File: config.mk
export PLATFORM = sky130hd
export DESIGN_NAME = mseq_dp
export DESIGN_NICKNAME = d
export VERILOG_FILES = /design/src/design/mseq_pkg.sv /design/src/design/mseq_dp.sv
export SDC_FILE = /design/constraint.sdc
export NUM_CORES = 2
export LEC_CHECK = 0
export BUFFER_PORTS_ARGS = -buffer_cell sky130_fd_sc_hd__clkbuf_2
export CAP_MARGIN = 20
export CORE_AREA = 8 8 308 310
export CTS_BUF_LIST = sky130_fd_sc_hd__clkbuf_16
export DETAILED_ROUTE_END_ITERATION = 12
export DIE_AREA = 0 0 316 318
export GPL_ROUTABILITY_DRIVEN = 0
export PLACE_DENSITY_LB_ADDON = 0.1
export SKIP_LAST_GASP = 1
export SLEW_MARGIN = 5
export SYNTH_ARGS = -nofsm -noshare
export SYNTH_HDL_FRONTEND = slang
export SYNTH_SLANG_ARGS = --single-unit
File: constraint.sdc
create_clock -name aclk -period 14.9 [get_ports aclk]
set_clock_uncertainty 0.05 [all_clocks]
set_input_delay 2.235 -clock aclk [delete_from_list [all_inputs] [get_ports aclk]]
set_output_delay 2.235 -clock aclk [all_outputs]
set_load 0.005 [all_outputs]
File: src/design/mseq_pkg.sv
package mseq_pkg;

    localparam int SAMPLE_BITS = 24;
    localparam int COEF_BITS   = 32;
    localparam int DLY_BITS    = 48;
    localparam int CH_BITS     = 5;
    localparam int IDX_BITS    = 4;
    localparam int PROD_BITS   = SAMPLE_BITS + COEF_BITS;
    localparam int ACC_BITS    = PROD_BITS + 3;

    localparam int WORDS_PER_CH = 12;
    localparam int DLY_PER_CH   = 4;

    // command codes
    localparam logic CMD_RENDER = 1'b0;
    localparam logic CMD_WRITE  = 1'b1;

    // coefficient word layout within one channel
    localparam logic [IDX_BITS-1:0] IDX_PAN     = 4'd0;
    localparam logic [IDX_BITS-1:0] IDX_OUTGAIN = 4'd1;
    localparam logic [IDX_BITS-1:0] IDX_HI_B0   = 4'd2;
    localparam logic [IDX_BITS-1:0] IDX_HI_B1   = 4'd3;
    localparam logic [IDX_BITS-1:0] IDX_HI_B2   = 4'd4;
    localparam logic [IDX_BITS-1:0] IDX_HI_A1   = 4'd5;
    localparam logic [IDX_BITS-1:0] IDX_HI_A2   = 4'd6;
    localparam logic [IDX_BITS-1:0] IDX_LO_B0   = 4'd7;
    localparam logic [IDX_BITS-1:0] IDX_LO_B1   = 4'd8;
    localparam logic [IDX_BITS-1:0] IDX_LO_B2   = 4'd9;
    localparam logic [IDX_BITS-1:0] IDX_LO_A1   = 4'd10;
    localparam logic [IDX_BITS-1:0] IDX_LO_A2   = 4'd11;
    localparam logic [IDX_BITS-1:0] IDX_BYPASS  = 4'd12;

    // delay word layout within one channel
    localparam logic [1:0] DLY_HI_Z1 = 2'd0;
    localparam logic [1:0] DLY_HI_Z2 = 2'd1;
    localparam logic [1:0] DLY_LO_Z1 = 2'd2;
    localparam logic [1:0] DLY_LO_Z2 = 2'd3;

    // sequencer step of the result for a filtered and a bypassed channel
    localparam logic [3:0] STEP_FINAL     = 4'd14;
    localparam logic [3:0] STEP_FINAL_BYP = 4'd2;

    typedef logic signed [SAMPLE_BITS-1:0] smp_t;
    typedef logic signed [DLY_BITS-1:0]    dly_t;
    typedef logic signed [ACC_BITS-1:0]    acc_t;

    typedef enum logic [1:0] {
        OPND_S,
        OPND_X,
        OPND_Y
    } opnd_t;

    typedef enum logic [3:0] {
        CMB_NONE,
        CMB_PAN,
        CMB_YHI,
        CMB_T1,
        CMB_T2,
        CMB_Z1,
        CMB_Z2,
        CMB_YLO,
        CMB_OUT
    } comb_t;

    // one multiply travelling down the MAC pipe
    typedef struct packed {
        comb_t      comb;
        opnd_t      opnd;
        logic [1:0] widx;
        logic       byp;
    } op_t;

    typedef struct packed {
        logic [IDX_BITS-1:0] kidx;
        logic                dly_rd;
        logic [1:0]          ridx;
        comb_t               comb;
        opnd_t               opnd;
        logic [1:0]          widx;
    } ucode_t;

    typedef struct packed {
        logic                 command;
        logic signed [23:0]   sample;
        logic [CH_BITS-1:0]   coef_channel;
        logic [IDX_BITS-1:0]  coef_index;
        logic signed [31:0]   coef_value;
    } in_item_t;

    typedef struct packed {
        logic [CH_BITS-1:0]  channel;
        logic signed [23:0]  sample_out;
        logic                last;
    } out_item_t;

    function automatic ucode_t ucode(input logic [3:0] step);
        ucode_t u;
        u.kidx   = IDX_PAN;
        u.dly_rd = 1'b0;
        u.ridx   = DLY_HI_Z1;
        u.comb   = CMB_NONE;
        u.opnd   = OPND_S;
        u.widx   = DLY_HI_Z1;
        case (step)
            4'd0: begin
                u.kidx = IDX_PAN;     u.opnd = OPND_S; u.comb = CMB_PAN;
            end
            4'd2: begin
                u.kidx = IDX_HI_B0;   u.opnd = OPND_X; u.comb = CMB_YHI;
            end
            4'd3: begin
                u.kidx = IDX_HI_B1;   u.opnd = OPND_X; u.comb = CMB_T1;
                u.dly_rd = 1'b1;      u.ridx = DLY_HI_Z1;
            end
            4'd4: begin
                u.kidx = IDX_HI_B2;   u.opnd = OPND_X; u.comb = CMB_T2;
                u.dly_rd = 1'b1;      u.ridx = DLY_HI_Z2;
            end
            4'd5: begin
                u.kidx = IDX_HI_A1;   u.opnd = OPND_Y; u.comb = CMB_Z1;
                u.widx = DLY_HI_Z1;
            end
            4'd6: begin
                u.kidx = IDX_HI_A2;   u.opnd = OPND_Y; u.comb = CMB_Z2;
                u.widx = DLY_HI_Z2;
            end
            4'd7: begin
                u.kidx = IDX_LO_B0;   u.opnd = OPND_Y; u.comb = CMB_YLO;
            end
            4'd8: begin
                u.kidx = IDX_LO_B1;   u.opnd = OPND_Y; u.comb = CMB_T1;
                u.dly_rd = 1'b1;      u.ridx = DLY_LO_Z1;
            end
            4'd9: begin
                u.kidx = IDX_LO_B2;   u.opnd = OPND_Y; u.comb = CMB_T2;
                u.dly_rd = 1'b1;      u.ridx = DLY_LO_Z2;
            end
            4'd10: begin
                u.kidx = IDX_LO_A1;   u.opnd = OPND_X; u.comb = CMB_Z1;
                u.widx = DLY_LO_Z1;
            end
            4'd11: begin
                u.kidx = IDX_LO_A2;   u.opnd = OPND_X; u.comb = CMB_Z2;
                u.widx = DLY_LO_Z2;
            end
            4'd12: begin
                u.kidx = IDX_OUTGAIN; u.opnd = OPND_X; u.comb = CMB_OUT;
            end
            default: begin
                u.comb = CMB_NONE;
            end
        endcase
        return u;
    endfunction

    function automatic smp_t sat_smp(input acc_t a);
        smp_t r;
        if (&a[ACC_BITS-1:SAMPLE_BITS-1] || ~|a[ACC_BITS-1:SAMPLE_BITS-1]) begin
            r = a[SAMPLE_BITS-1:0];
        end else if (a[ACC_BITS-1]) begin
            r = {1'b1, {(SAMPLE_BITS-1){1'b0}}};
        end else begin
            r = {1'b0, {(SAMPLE_BITS-1){1'b1}}};
        end
        return r;
    endfunction

    function automatic dly_t sat_dly(input acc_t a);
        dly_t r;
        if (&a[ACC_BITS-1:DLY_BITS-1] || ~|a[ACC_BITS-1:DLY_BITS-1]) begin
            r = a[DLY_BITS-1:0];
        end else if (a[ACC_BITS-1]) begin
            r = {1'b1, {(DLY_BITS-1){1'b0}}};
        end else begin
            r = {1'b0, {(DLY_BITS-1){1'b1}}};
        end
        return r;
    endfunction

endpackage

File: src/design/mseq_dp.sv
module mseq_dp #(
    parameter int NUM_CHANNELS   = 17,
    parameter int COEF_FRAC_BITS = 28
) (
    input  logic                                                 aclk,
    input  logic                                                 aresetn,
    input  logic                                                 adv,
    input  mseq_pkg::op_t                                        iss,
    input  mseq_pkg::smp_t                                       sample,
    input  logic signed [mseq_pkg::COEF_BITS-1:0]                coef_rdata,
    input  logic                                                 dly_re,
    input  logic [$clog2(NUM_CHANNELS*mseq_pkg::DLY_PER_CH)-1:0] dly_raddr,
    input  logic [$clog2(NUM_CHANNELS*mseq_pkg::DLY_PER_CH)-1:0] dly_base,
    input  logic [mseq_pkg::DLY_BITS-1:0]                        dly_rdata,
    output logic                                                 dly_we,
    output logic [$clog2(NUM_CHANNELS*mseq_pkg::DLY_PER_CH)-1:0] dly_waddr,
    output logic [mseq_pkg::DLY_BITS-1:0]                        dly_wdata,
    output logic                                                 fin,
    output mseq_pkg::smp_t                                       res_sample
);

    localparam int NDLY = NUM_CHANNELS * mseq_pkg::DLY_PER_CH;
    localparam int DW   = $clog2(NDLY);
    localparam int SB   = mseq_pkg::SAMPLE_BITS;
    localparam int CB   = mseq_pkg::COEF_BITS;
    localparam int PW   = mseq_pkg::PROD_BITS;
    localparam int AB   = mseq_pkg::ACC_BITS;
    localparam int DB   = mseq_pkg::DLY_BITS;
    localparam logic [PW:0] HALF = {{(PW - COEF_FRAC_BITS + 1){1'b0}}, 1'b1,
                                    {(COEF_FRAC_BITS - 1){1'b0}}};
    localparam mseq_pkg::op_t OP_IDLE = '{comb: mseq_pkg::CMB_NONE,
                                          opnd: mseq_pkg::OPND_S,
                                          widx: 2'd0, byp: 1'b0};

    mseq_pkg::op_t         iss_reg, cmb_reg;
    logic signed [PW-1:0]  prod_reg, prod_next;
    mseq_pkg::smp_t        x_reg, x_next, y_reg, y_next;
    mseq_pkg::acc_t        t1_reg, t1_next, t2_reg, t2_next;
    logic                  dv_reg;
    logic [NDLY-1:0]       dvalid_reg, dv_sh, dv_mask;

    mseq_pkg::smp_t        opnd;
    logic signed [PW-1:0]  a_ext, b_ext;
    logic signed [PW:0]    rsum, rnd;
    mseq_pkg::acc_t        r_acc, zd_acc, rz_acc;
    mseq_pkg::dly_t        zd;

    // multiply stage: operand against the coefficient word just read
    always_comb begin
        case (iss_reg.opnd)
            mseq_pkg::OPND_S: opnd = sample;
            mseq_pkg::OPND_X: opnd = x_reg;
            mseq_pkg::OPND_Y: opnd = y_reg;
            default:          opnd = sample;
        endcase
        a_ext     = {{CB{opnd[SB-1]}}, opnd};
        b_ext     = {{SB{coef_rdata[CB-1]}}, coef_rdata};
        prod_next = a_ext * b_ext;
    end

    // round half up to the sample LSB
    assign rsum   = {prod_reg[PW-1], prod_reg} + HALF;
    assign rnd    = rsum >>> COEF_FRAC_BITS;
    assign r_acc  = {{(AB - PW - 1){rnd[PW]}}, rnd};
    assign zd     = dv_reg ? dly_rdata : '0;
    assign zd_acc = {{(AB - DB){zd[DB-1]}}, zd};
    assign rz_acc = r_acc + zd_acc;

    assign res_sample = mseq_pkg::sat_smp(r_acc);
    assign fin        = (cmb_reg.comb == mseq_pkg::CMB_OUT) ||
                        ((cmb_reg.comb == mseq_pkg::CMB_PAN) && cmb_reg.byp);

    assign dly_waddr = dly_base + DW'(cmb_reg.widx);
    assign dv_sh     = dvalid_reg >> dly_raddr;
    assign dv_mask   = NDLY'(1) << dly_waddr;

    // combine stage
    always_comb begin
        x_next    = x_reg;
        y_next    = y_reg;
        t1_next   = t1_reg;
        t2_next   = t2_reg;
        dly_we    = 1'b0;
        dly_wdata = mseq_pkg::sat_dly(t1_reg - r_acc);
        case (cmb_reg.comb)
            mseq_pkg::CMB_PAN: x_next  = mseq_pkg::sat_smp(r_acc);
            mseq_pkg::CMB_YHI: y_next  = mseq_pkg::sat_smp(rz_acc);
            mseq_pkg::CMB_T1:  t1_next = rz_acc;
            mseq_pkg::CMB_T2:  t2_next = r_acc;
            mseq_pkg::CMB_Z1: begin
                dly_we    = adv;
                dly_wdata = mseq_pkg::sat_dly(t1_reg - r_acc);
            end
            mseq_pkg::CMB_Z2: begin
                dly_we    = adv;
                dly_wdata = mseq_pkg::sat_dly(t2_reg - r_acc);
            end
            mseq_pkg::CMB_YLO: x_next = mseq_pkg::sat_smp(rz_acc);
            default: begin
                x_next = x_reg;
            end
        endcase
    end

    always_ff @(posedge aclk) begin
        if (!aresetn) begin
            iss_reg    <= OP_IDLE;
            cmb_reg    <= OP_IDLE;
            dvalid_reg <= '0;
        end else begin
            if (adv) begin
                iss_reg <= iss;
                cmb_reg <= iss_reg;
            end
            if (dly_we) begin
                dvalid_reg <= dvalid_reg | dv_mask;
            end
        end
    end

    always_ff @(posedge aclk) begin
        if (adv) begin
            prod_reg <= prod_next;
            x_reg    <= x_next;
            y_reg    <= y_next;
            t1_reg   <= t1_next;
            t2_reg   <= t2_next;
            if (dly_re) begin
                dv_reg <= dv_sh[0];
            end
        end
    end

endmodule

==> impl_metrics.tcl <==
set metrics [dict create \
    status "complete, no violations" \
    drtIter0Drc 2336 \
    drtPass1Iterations 6 \
    io_pins 212 \
    synth_top_area_share 0.353 \
    avgSynthCellArea_um2 9.07 \
    ant_nets 0 \
    start_util 0.498 \
    cap_viol_max_count 0 \
    hold_end "dvalid_reg[39]" \
    netlist_instances 4914 \
    synth-main-ff-cell "edfxtp_1" \
    synthArstFlopShare 0 \
    slowest_delay_ns 0.72 \
    timing.final.crit_share 0.693 \
    slowest_stage "nor4_1" \
    cpMostUsedCell "fa_1" \
    fp.coreArea_mm2 0.0896 \
    largest_register_ffs 68 \
    clk_pin_slew_worst_paths_ns 0.06 \
    dpl_cell_area_mm2 0.0469 \
    worstRegToRegCells 28 \
    yosysMostFrequentCell "inv_1" \
    synth_warnings 0 \
    drcViolationCount 0 \
    worstSetupPathType "input pin to register" \
    cp-end-kind "register" \
    cp.arrival_ns 10.65 \
    ys_top_cells_by_area "fa_1 (35%), edfxtp_1 (11%), ha_1 (7.8%)" \
    io_buffer_count 211 \
    fmax_mhz 96.8 \
    post-route-cell-area_mm2 0.0479 \
    num_rows 110 \
    slew_violations 0 \
    hold_viol_final 0 \
    cts_tree "yes" \
    syn_area_mm2 0.0446 \
    worst-path-max-fanout 32 \
    hold_path.class "register to register" \
    cts_inserted_buffers 30 \
    clkSinkCount 240 \
    synth.top_cells.by_count "inv_1 (876), fa_1 (786), nand2_1 (556)" \
    clk_latency_ns 0.59 \
    cts_resized 0 \
    timing.rr.end "prod_reg[54]" \
    drive_gt1_frac 0.0819 \
    min_from "dvalid_reg[39]" \
    rrSetupSlack_ns 4.71 \
    cts_root_buffer "clkbuf_16" \
    setup-tns-final_ns 0 \
    yosysUniqueCellTypes 90 \
    slew_headroom 0.181 \
    totalWireLength_um 129000 \
    synth-seq-cells 240 \
    grt_antenna_before_repair 5 \
    cp.required_ns 15.22 \
    grt_max_degree 85 \
    rsz0062_at_grt "no" \
    dpl.hpwl_um 99000 \
    vias_per_cell 5.57 \
    timing.rr.start "iss_reg[4]" \
    cts_buffer_depth 3 \
    syn2layout_area_growth_pct 7.40 \
    die_area_mm2 0.100 \
    fin_crit_ns 10.33 \
    setup_viol 0 \
    avgRoutedWirePerCell_um 20.9 \
    grt.total_usage 0.258 \
    grt_pass1_vias 35647 \
    cts.htree.levels 1 \
    post_cts_buffers 0 \
    grt_pass1_wl_um 205000 \
    cts_hold_buf 0 \
    ys_seq_area_frac 0.143 \
    vias 34463 \
    synth_top_cell_by_area "fa_1" \
    synthesis.nets 6108 \
    hold_depth 1 \
    grt.overflow.total 0 \
    synth_edf_count 156 \
    startpoint_type "input pin" \
    fin_nets 6179 \
    worst_hold_slack_ns 0.409 \
    fin_util 0.535 \
    die_h_um 318 \
    worst_slew_pin_slew_ns 1.22 \
    fp.dieW_um 316 \
]
[metrics by stage]
| step | setup WS (ns) | instances |
|---|---|---|
| 6_report | 4.57 | 6187 |
| 5_1_grt | 4.06 | 6183 |
| 4_1_cts | 4.58 | 6182 |
| 3_5_place_dp | 3.98 | 6128 |
| 3_3_place_gp | 4.15 | 6127 |
| 2_1_floorplan | 5.27 | 4914 |
[layout by cell type, fill, tap and decap left out, types with 112 or more instances in the layout]
| cell type | count |
|---|---|
| fa_1 | 786 |
| nor2b_1 | 204 |
| edfxtp_1 | 156 |
| and2_1 | 290 |
| o21ai_0 | 112 |
| a21oi_1 | 211 |
| nor2_1 | 205 |
| clkbuf_2 | 211 |
| nand2_1 | 556 |
| inv_1 | 882 |
| ha_1 | 276 |
[critical path: cells and delay by family]
kind,cells,cell delay [ns]
adders and majority gates,8,3.84
AOI/OAI and AO/OA,8,2.15
and+or+nand+nor,7,1.55
buffers and inverters,7,0.82
[logic make-up (layout without fill, tap and decap cells)]
logic type | Yosys count | count (layout) | synth area share
AND/OR/NAND/NOR | 1531 | 1531 | 0.171
adder cells (fa/ha/maj) | 1063 | 1063 | 0.431
multiplexers | 45 | 45 | 0.0163
XOR/XNOR | 164 | 164 | 0.0322
flip-flops | 240 | 240 | 0.143
buffers and inverters | 1108 | 1201 | 0.0940
AO/OA/AOI/OAI | 763 | 763 | 0.113
other | 0 | 4 | 0
[routing by layer]
| layer | global-route usage | vias to the layer above | routed length [um] |
|---|---|---|---|
| li1 | - | 15788 | - |
| met1 | 0.356 | 17376 | 56500 |
| met2 | 0.428 | 1058 | 61400 |
| met3 | 0.0313 | 241 | 7330 |
| met4 | 0.0730 | 0 | 4270 |
| met5 | 0 | - | 0 |
[final cells by class]
class / count / area, um^2
antenna: 4 / 10.0
clock buffer: 32 / 801
clock inverter: 22 / 203
fill: 8393 / 41700
inverter: 876 / 3290
multi-input combinational: 3566 / 34200
sequential: 240 / 6370
tap: 1176 / 1470
timing repair buffer: 271 / 1530
[worst max-delay path by stage]
| stage | from | end | slack [ns] | cells past startpoint |
|---|---|---|---|---|
| 6_report | sample[3] | prod_reg[54] | 4.57 | 30 |
| 5_1_grt | iss_reg[4] | prod_reg[54] | 4.06 | 28 |
| 4_1_cts | sample[3] | prod_reg[54] | 4.58 | 30 |
| 3_5_place_dp | sample[3] | prod_reg[54] | 3.98 | 30 |
| 3_3_place_gp | sample[3] | prod_reg[54] | 4.15 | 30 |
| 2_1_floorplan | sample[0] | prod_reg[55] | 5.27 | 29 |
Power is left out: the tool's default activity adds up to more than one toggle a clock period on the data nets, which glitch-free logic cannot reach.
