**config.mk**
```make
export PLATFORM = sky130hd
export DESIGN_NAME = mseq_ctrl
export DESIGN_NICKNAME = d
export VERILOG_FILES = /design/src/design/mseq_pkg.sv /design/src/design/mseq_ctrl.sv
export SDC_FILE = /design/constraint.sdc
export NUM_CORES = 1
export LEC_CHECK = 0
export BUFFER_PORTS_ARGS = -buffer_cell sky130_fd_sc_hd__buf_2
export CAP_MARGIN = 20
export CORE_UTILIZATION = 25
export CTS_BUF_LIST = sky130_fd_sc_hd__clkbuf_8 sky130_fd_sc_hd__clkbuf_16
export DETAILED_ROUTE_END_ITERATION = 12
export MAX_ROUTING_LAYER = met4
export RECOVER_POWER = 100
export SETUP_SLACK_MARGIN = 0.15
export SLEW_MARGIN = 20
export SYNTH_ARGS = -nofsm -noshare
export SYNTH_HDL_FRONTEND = slang
export SYNTH_SLANG_ARGS = --single-unit
```
**constraint.sdc**
```tcl
create_clock -name aclk -period 4.4 [get_ports aclk]
set_clock_uncertainty 0.1 [all_clocks]
set_input_delay 1.32 -clock aclk [delete_from_list [all_inputs] [get_ports aclk]]
set_output_delay 1.32 -clock aclk [all_outputs]
set_load 0.01 [all_outputs]
```
**src/design/mseq_pkg.sv**
```systemverilog
package mseq_pkg;

    localparam int SAMPLE_BITS = 24;
    localparam int COEF_BITS   = 32;
    localparam int DLY_BITS    = 48;
    localparam int CH_BITS     = 5;
    localparam int IDX_BITS    = 4;
    localparam int PROD_BITS   = SAMPLE_BITS + COEF_BITS;
    localparam int ACC_BITS    = PROD_BITS + 3;

    localparam int WORDS_PER_CH = 12;
    localparam int DLY_PER_CH   = 4;

    // command codes
    localparam logic CMD_RENDER = 1'b0;
    localparam logic CMD_WRITE  = 1'b1;

    // coefficient word layout within one channel
    localparam logic [IDX_BITS-1:0] IDX_PAN     = 4'd0;
    localparam logic [IDX_BITS-1:0] IDX_OUTGAIN = 4'd1;
    localparam logic [IDX_BITS-1:0] IDX_HI_B0   = 4'd2;
    localparam logic [IDX_BITS-1:0] IDX_HI_B1   = 4'd3;
    localparam logic [IDX_BITS-1:0] IDX_HI_B2   = 4'd4;
    localparam logic [IDX_BITS-1:0] IDX_HI_A1   = 4'd5;
    localparam logic [IDX_BITS-1:0] IDX_HI_A2   = 4'd6;
    localparam logic [IDX_BITS-1:0] IDX_LO_B0   = 4'd7;
    localparam logic [IDX_BITS-1:0] IDX_LO_B1   = 4'd8;
    localparam logic [IDX_BITS-1:0] IDX_LO_B2   = 4'd9;
    localparam logic [IDX_BITS-1:0] IDX_LO_A1   = 4'd10;
    localparam logic [IDX_BITS-1:0] IDX_LO_A2   = 4'd11;
    localparam logic [IDX_BITS-1:0] IDX_BYPASS  = 4'd12;

    // delay word layout within one channel
    localparam logic [1:0] DLY_HI_Z1 = 2'd0;
    localparam logic [1:0] DLY_HI_Z2 = 2'd1;
    localparam logic [1:0] DLY_LO_Z1 = 2'd2;
    localparam logic [1:0] DLY_LO_Z2 = 2'd3;

    // sequencer step of the result for a filtered and a bypassed channel
    localparam logic [3:0] STEP_FINAL     = 4'd14;
    localparam logic [3:0] STEP_FINAL_BYP = 4'd2;

    typedef logic signed [SAMPLE_BITS-1:0] smp_t;
    typedef logic signed [DLY_BITS-1:0]    dly_t;
    typedef logic signed [ACC_BITS-1:0]    acc_t;

    typedef enum logic [1:0] {
        OPND_S,
        OPND_X,
        OPND_Y
    } opnd_t;

    typedef enum logic [3:0] {
        CMB_NONE,
        CMB_PAN,
        CMB_YHI,
        CMB_T1,
        CMB_T2,
        CMB_Z1,
        CMB_Z2,
        CMB_YLO,
        CMB_OUT
    } comb_t;

    // one multiply travelling down the MAC pipe
    typedef struct packed {
        comb_t      comb;
        opnd_t      opnd;
        logic [1:0] widx;
        logic       byp;
    } op_t;

    typedef struct packed {
        logic [IDX_BITS-1:0] kidx;
        logic                dly_rd;
        logic [1:0]          ridx;
        comb_t               comb;
        opnd_t               opnd;
        logic [1:0]          widx;
    } ucode_t;

    typedef struct packed {
        logic                 command;
        logic signed [23:0]   sample;
        logic [CH_BITS-1:0]   coef_channel;
        logic [IDX_BITS-1:0]  coef_index;
        logic signed [31:0]   coef_value;
    } in_item_t;

    typedef struct packed {
        logic [CH_BITS-1:0]  channel;
        logic signed [23:0]  sample_out;
        logic                last;
    } out_item_t;

    function automatic ucode_t ucode(input logic [3:0] step);
        ucode_t u;
        u.kidx   = IDX_PAN;
        u.dly_rd = 1'b0;
        u.ridx   = DLY_HI_Z1;
        u.comb   = CMB_NONE;
        u.opnd   = OPND_S;
        u.widx   = DLY_HI_Z1;
        case (step)
            4'd0: begin
                u.kidx = IDX_PAN;     u.opnd = OPND_S; u.comb = CMB_PAN;
            end
            4'd2: begin
                u.kidx = IDX_HI_B0;   u.opnd = OPND_X; u.comb = CMB_YHI;
            end
            4'd3: begin
                u.kidx = IDX_HI_B1;   u.opnd = OPND_X; u.comb = CMB_T1;
                u.dly_rd = 1'b1;      u.ridx = DLY_HI_Z1;
            end
            4'd4: begin
                u.kidx = IDX_HI_B2;   u.opnd = OPND_X; u.comb = CMB_T2;
                u.dly_rd = 1'b1;      u.ridx = DLY_HI_Z2;
            end
            4'd5: begin
                u.kidx = IDX_HI_A1;   u.opnd = OPND_Y; u.comb = CMB_Z1;
                u.widx = DLY_HI_Z1;
            end
            4'd6: begin
                u.kidx = IDX_HI_A2;   u.opnd = OPND_Y; u.comb = CMB_Z2;
                u.widx = DLY_HI_Z2;
            end
            4'd7: begin
                u.kidx = IDX_LO_B0;   u.opnd = OPND_Y; u.comb = CMB_YLO;
            end
            4'd8: begin
                u.kidx = IDX_LO_B1;   u.opnd = OPND_Y; u.comb = CMB_T1;
                u.dly_rd = 1'b1;      u.ridx = DLY_LO_Z1;
            end
            4'd9: begin
                u.kidx = IDX_LO_B2;   u.opnd = OPND_Y; u.comb = CMB_T2;
                u.dly_rd = 1'b1;      u.ridx = DLY_LO_Z2;
            end
            4'd10: begin
                u.kidx = IDX_LO_A1;   u.opnd = OPND_X; u.comb = CMB_Z1;
                u.widx = DLY_LO_Z1;
            end
            4'd11: begin
                u.kidx = IDX_LO_A2;   u.opnd = OPND_X; u.comb = CMB_Z2;
                u.widx = DLY_LO_Z2;
            end
            4'd12: begin
                u.kidx = IDX_OUTGAIN; u.opnd = OPND_X; u.comb = CMB_OUT;
            end
            default: begin
                u.comb = CMB_NONE;
            end
        endcase
        return u;
    endfunction

    function automatic smp_t sat_smp(input acc_t a);
        smp_t r;
        if (&a[ACC_BITS-1:SAMPLE_BITS-1] || ~|a[ACC_BITS-1:SAMPLE_BITS-1]) begin
            r = a[SAMPLE_BITS-1:0];
        end else if (a[ACC_BITS-1]) begin
            r = {1'b1, {(SAMPLE_BITS-1){1'b0}}};
        end else begin
            r = {1'b0, {(SAMPLE_BITS-1){1'b1}}};
        end
        return r;
    endfunction

    function automatic dly_t sat_dly(input acc_t a);
        dly_t r;
        if (&a[ACC_BITS-1:DLY_BITS-1] || ~|a[ACC_BITS-1:DLY_BITS-1]) begin
            r = a[DLY_BITS-1:0];
        end else if (a[ACC_BITS-1]) begin
            r = {1'b1, {(DLY_BITS-1){1'b0}}};
        end else begin
            r = {1'b0, {(DLY_BITS-1){1'b1}}};
        end
        return r;
    endfunction

endpackage

```
**src/design/mseq_ctrl.sv**
```systemverilog
module mseq_ctrl #(
    parameter int NUM_CHANNELS = 17
) (
    input  logic                                                  aclk,
    input  logic                                                  aresetn,
    input  logic                                                  s_valid,
    output logic                                                  s_ready,
    input  mseq_pkg::in_item_t                                    s_item,
    input  logic                                                  adv,
    output logic                                                  coef_we,
    output logic [$clog2(NUM_CHANNELS*mseq_pkg::WORDS_PER_CH)-1:0] coef_waddr,
    output logic [mseq_pkg::COEF_BITS-1:0]                        coef_wdata,
    output logic [$clog2(NUM_CHANNELS*mseq_pkg::WORDS_PER_CH)-1:0] coef_raddr,
    output logic                                                  dly_re,
    output logic [$clog2(NUM_CHANNELS*mseq_pkg::DLY_PER_CH)-1:0]  dly_raddr,
    output logic [$clog2(NUM_CHANNELS*mseq_pkg::DLY_PER_CH)-1:0]  dly_base,
    output mseq_pkg::op_t                                         iss,
    output mseq_pkg::smp_t                                        sample,
    output logic [mseq_pkg::CH_BITS-1:0]                          ch,
    output logic                                                  last
);

    localparam int NWORD = NUM_CHANNELS * mseq_pkg::WORDS_PER_CH;
    localparam int CW    = $clog2(NWORD);
    localparam int NDLY  = NUM_CHANNELS * mseq_pkg::DLY_PER_CH;
    localparam int DW    = $clog2(NDLY);

    typedef enum logic [1:0] {
        ST_IDLE = 2'b01,
        ST_RUN  = 2'b10
    } st_t;

    st_t                          st_reg, st_next;
    logic [3:0]                   step_reg, step_next;
    logic [mseq_pkg::CH_BITS-1:0] ch_reg, ch_next;
    logic [CW-1:0]                coef_base_reg, coef_base_next;
    logic [DW-1:0]                dly_base_reg, dly_base_next;
    mseq_pkg::smp_t               sample_reg, sample_next;
    logic [NUM_CHANNELS-1:0]      bypass_reg, bypass_next;

    logic                    accept, wr_cmd, ch_ok, byp_we, run, issue_en;
    logic                    byp_cur, at_final, last_ch;
    logic [NUM_CHANNELS-1:0] byp_sh, byp_mask;
    logic [3:0]              final_step;
    mseq_pkg::ucode_t        uc;

    assign s_ready = (st_reg == ST_IDLE);
    assign accept  = s_valid && s_ready;
    assign run     = (st_reg == ST_RUN);

    // write items
    assign wr_cmd     = accept && (s_item.command == mseq_pkg::CMD_WRITE);
    assign ch_ok      = {1'b0, s_item.coef_channel} < 6'(NUM_CHANNELS);
    assign coef_we    = wr_cmd && ch_ok &&
                        (s_item.coef_index < mseq_pkg::IDX_BITS'(mseq_pkg::WORDS_PER_CH));
    assign byp_we     = wr_cmd && ch_ok && (s_item.coef_index == mseq_pkg::IDX_BYPASS);
    assign coef_waddr = CW'(9'(s_item.coef_channel) * 9'(mseq_pkg::WORDS_PER_CH)
                            + 9'(s_item.coef_index));
    assign coef_wdata = s_item.coef_value;
    assign byp_mask   = NUM_CHANNELS'(1) << s_item.coef_channel;

    // sequencing
    assign byp_sh     = bypass_reg >> ch_reg;
    assign byp_cur    = byp_sh[0];
    assign uc         = mseq_pkg::ucode(step_reg);
    assign issue_en   = run && (!byp_cur || (step_reg == 4'd0));
    assign final_step = byp_cur ? mseq_pkg::STEP_FINAL_BYP : mseq_pkg::STEP_FINAL;
    assign at_final   = (step_reg == final_step);
    assign last_ch    = (ch_reg == mseq_pkg::CH_BITS'(NUM_CHANNELS - 1));

    always_comb begin
        iss.comb = issue_en ? uc.comb : mseq_pkg::CMB_NONE;
        iss.opnd = uc.opnd;
        iss.widx = uc.widx;
        iss.byp  = byp_cur;
    end

    assign coef_raddr = coef_base_reg + CW'(uc.kidx);
    assign dly_re     = issue_en && uc.dly_rd;
    assign dly_raddr  = dly_base_reg + DW'(uc.ridx);
    assign dly_base   = dly_base_reg;
    assign sample     = sample_reg;
    assign ch         = ch_reg;
    assign last       = last_ch;

    always_comb begin
        st_next        = st_reg;
        step_next      = step_reg;
        ch_next        = ch_reg;
        coef_base_next = coef_base_reg;
        dly_base_next  = dly_base_reg;
        sample_next    = sample_reg;
        bypass_next    = bypass_reg;
        if (byp_we) begin
            if (s_item.coef_value[0]) begin
                bypass_next = bypass_reg | byp_mask;
            end else begin
                bypass_next = bypass_reg & ~byp_mask;
            end
        end
        case (st_reg)
            ST_IDLE: begin
                if (accept && (s_item.command == mseq_pkg::CMD_RENDER)) begin
                    st_next        = ST_RUN;
                    step_next      = '0;
                    ch_next        = '0;
                    coef_base_next = '0;
                    dly_base_next  = '0;
                    sample_next    = s_item.sample;
                end
            end
            ST_RUN: begin
                if (adv) begin
                    if (at_final) begin
                        step_next      = '0;
                        ch_next        = ch_reg + 1'b1;
                        coef_base_next = coef_base_reg + CW'(mseq_pkg::WORDS_PER_CH);
                        dly_base_next  = dly_base_reg + DW'(mseq_pkg::DLY_PER_CH);
                        if (last_ch) begin
                            st_next = ST_IDLE;
                        end
                    end else begin
                        step_next = step_reg + 1'b1;
                    end
                end
            end
            default: begin
                st_next = ST_IDLE;
            end
        endcase
    end

    always_ff @(posedge aclk) begin
        if (!aresetn) begin
            st_reg        <= ST_IDLE;
            step_reg      <= '0;
            ch_reg        <= '0;
            coef_base_reg <= '0;
            dly_base_reg  <= '0;
            bypass_reg    <= '0;
        end else begin
            st_reg        <= st_next;
            step_reg      <= step_next;
            ch_reg        <= ch_next;
            coef_base_reg <= coef_base_next;
            dly_base_reg  <= dly_base_next;
            bypass_reg    <= bypass_next;
        end
    end

    always_ff @(posedge aclk) begin
        sample_reg <= sample_next;
    end

endmodule

```
==> impl_metrics.csv <==
group,metric,value,unit
sta,setup_violations,0,
synth,yosys.area_share.simple,19.0,%
synth,synth_edf_count,24,
worst_setup_path,cp_max_fo,5,
global_routing,grt_pass1_wl,12.7,mm
synth,ys.flop_type,"dfxtp_1",
synth,syn_inst,411,
pwr,power.density,318,nW/um^2
pwr,p_clk_share,45.8,%
synth,synth_top_area_cell,"dfxtp_1",
sta,rsz0062_at_grt,"false",
pwr,static-leakage-power,0.00158,uW
cells_and_area,num_antenna_cells,0,
drt,num_vias,3029,
global_routing,first_global_vias,2607,
floorplanning,core.rowCount,44,
worst_setup_path,slowest_delay,360,ps
place,place.gp.congestion,0.775,
synth,syn_avg_cell_area,9.06,um^2
floorplanning,die_w,124,um
synth,synth-seq-cells,63,
synth,synthMostInstantiatedCell,"nand2_1",
drt,drt_first_iter_violations,182,
floorplanning,core,14500,um^2
cells_and_area,final_util,30.4,%
drt,wl_per_cell,13.0,um
pwr,ir_drop,0.164,mV
worst_setup_path,path_cells,"buf_4 > ha_4 > fa_2 > a21oi_2 > nor2_1 > nor2_1 > xor2_1 > xnor2_1 > buf_2",
pwr,power,1410,uW
clock_tree,cts_buffers,9,
pwr,p_int,1080,uW
drt,vias_per_cell,4.57,
sta,fin_crit,4200,ps
cells_and_area,nFillCells,1566,
synth,yosysTopAreaCellShare,21.0,%
sta,hold_violations,0,
pwr,power_frac_seq,44.2,%
drt,ant_nets,0,
clock_tree,hold_buffers,0,
floorplanning,die_height,124,um
clock_tree,cts.path.max_buffers,2,
synth,synth_area,3720,um^2
synth,yosysWarnings,0,
global_routing,grt.total_usage,11.1,%
worst_setup_path,required,2980,ps
worst_setup_path,cp-start-kind,"input pin",
sta,slew_headroom,16.1,%
status,status,"finished clean",
clock_tree,cts.clk_slew.worst_paths,50,ps
floorplanning,dieArea,15400,um^2
global_routing,grt-ovfl-total,0,
sta,final_max_slew_viol_count,0,
cells_and_area,area_delta_synth_final,18.9,%
synth,ys_seq_area_share,40.3,%
worst_setup_path,worstSetupPathType,"input pin to primary output",
clock_tree,cts_tree,"yes",
synth,synth_area_leaders,"dfxtp_1, edfxtp_1, buf_4",
clock_tree,insertion_delay,330,ps
drt,drt-total-wl,8.60,mm
drt,dr.pass1.iters,4,
sta,clock.fmax,238,MHz
synth,synth_top_family_by_area,"simple AND/OR/NAND/NOR gates",
place,postPlaceCellArea,4140,um^2
pwr,switchingPower,325,uW
worst_hold_path,hp-class,"flip-flop to flip-flop",
synth,synth_commonest_cells,"nand2_1, dfxtp_1, buf_4",
worst_setup_path,end_kind,"primary output",
worst_setup_path,cp_common_cell,"nor2_1",
place,dp_hpwl,6.37,mm
synth,synthDistinctLibCells,54,
global_routing,grt_start_max_net_pins,30,
sta,setup_tns,0,ps
synth,synth.area.mux_share,3.56,%
pwr,comb_power_share,10.1,%
cells_and_area,fin_area,4430,um^2
synth,synth_compound_area_share,13.9,%
cells_and_area,largest_reg_flops,24,
place,io_buffers,109,
clock_tree,htree_num_levels,3,
clock_tree,numClockSinks,63,
synth,synth_xor_area_share,3.76,%
drt,drc,0,
floorplanning,start_util,25.6,%
pwr,switching_share,23.0,%
synth,synth_fa_ha_area_share,7.12,%
synth,synth-async-reset-ratio,0,%
sta,worst_pin_slew,1260,ps
sta,finalCritPeriodShare,95.5,%
clock_tree,cts_root_buf,"clkbuf_16",
global_routing,grt_antenna_before_repair,0,
cells_and_area,drive_gt1_share,16.9,%
worst_setup_path,path_delay_family,"adder cells",
cells_and_area,fin_nets,564,
worst_setup_path,slowest_stage,"fa_2",
worst_setup_path,worstPathArrival,2780,ps
run,cap_violations,0,
worst_setup_path,critPathBufInv,2,
floorplanning,pin_count,174,
area by class of cell:
class,instances,area (um^2),area share [%]
clock buffer,11,253,5.71
clock inverter,5,23.8,0.537
inverter,15,58.8,1.33
multi-input combinational,270,1840,41.5
sequential,63,1500,34.0
tap,184,230,5.20
timing repair buffer,115,519,11.7
timing repair:
item / CTS / global route
endpoints found under the setup margin: 2 / 5
buffers inserted: 1 / 1
pin swaps: 4 / 7
resized for setup: 8 / 18
metrics by stage:
| stage | instances | hold WS (ps) | setup slack [ps] |
|---|---|---|---|
| finish | 663 | 361 | 198 |
| global route | 663 | 385 | 118 |
| CTS | 662 | 366 | 153 |
| detailed placement | 645 | 358 | -15.5 |
| global placement | 645 | 346 | 127 |
| floorplan | 413 | 339 | 393 |
power groups by stage:
stage / logic, uW / clock network, uW / registers, uW
after global routing: 157 / 698 / 623
after global placement: 128 / 0 / 634
final: 142 / 645 / 623
after floorplan: 97.6 / 0 / 639
after detailed placement: 131 / 0 / 634
after CTS: 141 / 669 / 622
cells in the final DEF, fill, tap and decap left out, types with 9 or more instances in the layout:
| cell | count |
|---|---|
| xor2_1 | 10 |
| clkbuf_1 | 71 |
| buf_2 | 37 |
| a21oi_1 | 19 |
| a21boi_0 | 17 |
| clkbuf_16 | 9 |
| nor2_1 | 18 |
| inv_1 | 14 |
| nand3_1 | 20 |
| dfxtp_1 | 38 |
| edfxtp_1 | 24 |
| o21ai_0 | 11 |
| ha_1 | 15 |
| nand2_1 | 52 |
per-layer routing:
metal	share of wire (%)	GRT usage (%)	wire length [um]	up-vias
met5	0	-	0	-
met4	1.5	3.94	132	0
met3	7.3	3.53	632	19
met2	45	16.9	3890	121
met1	46	13.7	3950	1382
li1	-	-	-	1507
logic make-up (layout without fill, tap and decap cells):
logic type / count (synthesis) / in the layout
simple gates: 143 / 143
buf+inv: 80 / 146
compound gates: 79 / 79
flops: 63 / 63
fa+ha+maj: 20 / 20
xor+xnor: 16 / 16
mux: 9 / 9
other cells: 1 / 3
final timing paths:
path                       start        endpoint  slack (ps)  cells past startpoint
setup / recovery      s_item[36]   coef_waddr[7]         200                      9
hold / removal    bypass_reg[12]  bypass_reg[12]         360                      2
setup reg to reg           ch[0]     dly_base[6]        1110                      7
hold reg to reg   bypass_reg[12]  bypass_reg[12]         360                      2
tightest hold or removal path: stages, from the launching register on:
cell	delay (ps)
dfxtp_1	300
nand2_1	40
a21boi_0	60
Power figures use the tool's default switching activity.
